## config.mk

```make
export PLATFORM = sky130hd
export DESIGN_NAME = mhtq_heap_ram
export DESIGN_NICKNAME = d
export VERILOG_FILES = /design/src/sv/mhtq_heap_ram.sv
export SDC_FILE = /design/constraint.sdc
export NUM_CORES = 2
export LEC_CHECK = 0
export BUFFER_PORTS_ARGS = -buffer_cell sky130_fd_sc_hd__buf_2
export CAP_MARGIN = 20
export CORE_MARGIN = 3
export CORE_UTILIZATION = 43
export DETAILED_ROUTE_END_ITERATION = 6
export PLACE_DENSITY_LB_ADDON = 0.05
export RECOVER_POWER = 25
export SLEW_MARGIN = 20
export SYNTH_ARGS = -nofsm -noshare
export SYNTH_HDL_FRONTEND = slang
export SYNTH_SLANG_ARGS = --single-unit
```

## constraint.sdc

```tcl
create_clock -name clk -period 3.5 [get_ports clk]
set_clock_uncertainty 0.1 [all_clocks]
set_input_delay 0.35 -clock clk [delete_from_list [all_inputs] [get_ports clk]]
set_output_delay 0.35 -clock clk [all_outputs]
set_load 0.01 [all_outputs]
```

## src/sv/mhtq_heap_ram.sv

```systemverilog
// Heap storage: expiry and owner id per slot, one write and one read port.
// Read data is registered. No package dependencies.
`timescale 1ns / 1ps

module mhtq_heap_ram #(
    parameter int CAPACITY = 64
) (
    input  logic                        clk,
    input  logic                        rd_en,
    input  logic [$clog2(CAPACITY)-1:0] rd_addr,
    output logic [31:0]                 rd_exp,
    output logic [9:0]                  rd_own,
    input  logic                        wr_en,
    input  logic [$clog2(CAPACITY)-1:0] wr_addr,
    input  logic [31:0]                 wr_exp,
    input  logic [9:0]                  wr_own
);

    logic [31:0] exp_mem [CAPACITY];
    logic [9:0]  own_mem [CAPACITY];
    logic [31:0] rd_exp_reg;
    logic [9:0]  rd_own_reg;

    always_ff @(posedge clk)
    begin
        if (wr_en)
        begin
            exp_mem[wr_addr] <= wr_exp;
            own_mem[wr_addr] <= wr_own;
        end
        if (rd_en)
        begin
            rd_exp_reg <= exp_mem[rd_addr];
            rd_own_reg <= own_mem[rd_addr];
        end
    end

    assign rd_exp = rd_exp_reg;
    assign rd_own = rd_own_reg;

endmodule

```

==> metrics.txt <==
Starting Density=a little over two fifths; Core Region=0.2385 mm^2; Slowest-stage cell, CP=clkbuf_1; status=finished with violations; Synth Area in Adders=0%; placed cell count=7,708; CP Data Arrival Time=roughly 2.9 ns; Gate Count Post-Synth=between 4k and 5k; CTS root buffer=clkbuf_16; fin nets=about 4.9k; Compound-Gate Fraction of Synth Area=approximately 2.2%; Synth Area per Inst=roughly 23 um^2; layout cell share with drive strength beyond 1=approximately 29%; Sink Count=around 2.7k; Worst slew margin=-83.55%; overall power=between 60 and 70 mW; R2R Setup Slk=around 1.3 ns; Worst Hold Class=input pin to flip-flop; number of distinct library cells after synthesis=33; Placement Cell Area=roughly 0.11 mm^2; Sequential Area=roughly 0.082 mm^2; area share of xor/xnor cells in the synthesized design=0%; Critical Path, Cell by Cell=dlygate4sd3_1 -> clkbuf_1; pin count of the biggest net entering global routing=between 60 and 70; Layout area overhead=16.16%; net count after synthesis=approximately 4.5k; die area=between 0.2 and 0.25 mm^2; area taken by multi-input logic gates=0.02049 mm^2; Top Ports=99; H-Tree Level Count=5; Top Family by Delay on Critical Path=buffers and inverters; postcts setup bufs=0; Critical Path RT=between 3 and 4 ns; setup repair after global routing missed its margin=no; most frequent cells in the layout=2,730 x edfxtp_1, 683 x mux4_2, 316 x clkbuf_16; Worst Max-Slew Pin Slew=2.753 ns; Setup crit end kind=flip-flop; clock tree buffer depth=4; final hold vios=0; initial DRC count=about 5.8k; Via density=~6.1; CTS buffer count=307; DRT Wirelength=316,100 um; WL/cell=38.23 um; violated checks=max-capacitance violations, max-slew violations; Die Y=496.1 um; Rows=around 180; P_leak=around 38 nW; Setup TNS Final=0 ns; final cell area excluding filler cells=~0.12 mm^2; Crit Path Class=input pin to flip-flop; vias=approximately 50k; pwr/cell area=580.8 mW/mm^2; final setup vio count=0; routability cong.=~0.75; Residual DRC=0; Synth Cell Area=between 0.1 and 0.15 mm^2; fillers=18.98k; Non-Filler Instances=about 8.3k; initial antenna violation count=15; Total Routing Usage GR=25.88%; maximum vdd ir drop=about 0.37 mV; first-pass iteration count of the detailed router=6; Clock Pin Slew Worst Setup and Hold Paths=~0.050 ns; Yosys Warn Count=0; hold buffers post-CTS=2; grt total ovfl=0; min cycle time layout=around 2.7 ns; max reg flops=~2.0k; post_cts resized=0; I/O Buffers=98; fin crit share=between 70 and 80%; sequential share of the synthesized area=approximately 80%; vias in the first global route=around 51k; CTS tree=done; mux share of post-synthesis cell area=between 10% and 20%; clk_lat worst skew=just over 0.9 ns; WHS=just over 0.09 ns; commonest non-fill, non-tap cell in the layout=edfxtp_1; Max Cap Violations=20; DPL Wire Length=about 170,000 um; simple-gate share of the synthesized area=around 1.2%; Max stage delay on crit path=1.90 ns; first-pass GRT wire length=roughly 430,000 um; Die X=between 400 and 500 um; main combinational cell family by area after synthesis=multiplexers; Crit Path Max Fanout=between 60 and 70; Routed Antenna Nets=0; register bit count reported by yosys=2,730; Max Slew Vio Count=approximately 1.3k; Buf/Inv on CP=2; startpoint types=input pin; f_max=between 0.3 and 0.4 GHz
==> path summary, 6_finish.rpt <==
kind	end	cells after the start	start
max	own_mem[59][9]$_DFFE_PP_	2	wr_own[9]
min	rd_exp[28]$_DFFE_PP_	4	rd_addr[2]
max reg2reg	rd_exp[13]$_DFFE_PP_	5	exp_mem[55][13]$_DFFE_PP_
min reg2reg	rd_exp[3]$_DFFE_PP_	5	exp_mem[5][3]$_DFFE_PP_
==> final cells by class <==
class                   instances  share of cell area, %
flip-flops and latches       2730                  68.32
repair buffers                419                  3.680
clock buffers                 394                  6.834
well taps                    3167                  3.302
diodes                         10                0.02085
clock inverters               124                 0.7664
inverters                       1               0.003128
multi-input cells            1424                  17.08
==> synth_stat cells, drive strengths merged <==
| master | number | share of area (%) |
|---|---|---|
| a31oi | 17 | 0.10 |
| mux4 | 683 | 15 |
| or3b | 5 | 0.042 |
| edfxtp | 2730 | 79 |
| a21boi | 1 | 0.0073 |
| nand4 | 1 | 0.0061 |
| a221oi | 72 | 0.61 |
| o221ai | 36 | 0.31 |
| nand2 | 78 | 0.28 |
| o21ai | 77 | 0.37 |
| or2 | 3 | 0.018 |
| nor3 | 14 | 0.068 |
| mux2i | 116 | 1.1 |
| o211a | 2 | 0.019 |
| clkinv | 1 | 0.0036 |
| and2 | 2 | 0.012 |
| nand3 | 7 | 0.034 |
| or3 | 2 | 0.012 |
| clkbuf | 81 | 0.29 |
| a32oi | 1 | 0.0085 |
| o22ai | 77 | 0.47 |
| buf | 165 | 1.0 |
| nor2b | 6 | 0.036 |
| nor2 | 158 | 0.57 |
| nand2b | 6 | 0.036 |
| nand3b | 6 | 0.044 |
| o211ai | 1 | 0.0073 |
| a21oi | 53 | 0.26 |
==> routing by layer <==
| layer | track usage (%) | vias up | part of all wire [%] | routed length [um] |
|---|---|---|---|---|
| met3 | 3.942 | 458 | 5.8 | 18310 |
| met5 | 0 | - | 0.0073 | 23 |
| met2 | 42.49 | 1795 | 49 | 156300 |
| li1 | - | 19920 | - | - |
| met1 | 36.30 | 28310 | 42 | 132300 |
| met4 | 7.275 | 4 | 2.9 | 9158 |
==> cells by family (layout without fill, tap and decap cells) <==
group	after synthesis	count (layout)
AO/OA/AOI/OAI	337	337
buffers and inverters	247	938
flip-flops	2730	2730
multiplexers	799	799
other	0	10
AND/OR/NAND/NOR	288	288
==> per-stage QoR <==
stage / worst slack (ns) / util, %
5_1_grt: 0.6350 / 50.30
3_5_place_dp: 0.3864 / 46.32
2_1_floorplan: 0.01375 / -
6_report: 0.8468 / 50.31
3_3_place_gp: 0.3831 / 46.32
4_1_cts: 1.209 / 50.16
==> power breakdown <==
part	internal [mW]	switching, mW	total, mW
clock	17.4	12.4	29.9
sequential	36.3	0.118	36.4
combinational	1.27	2.12	3.39
No activity file was read; power rests on OpenSTA's default activity.
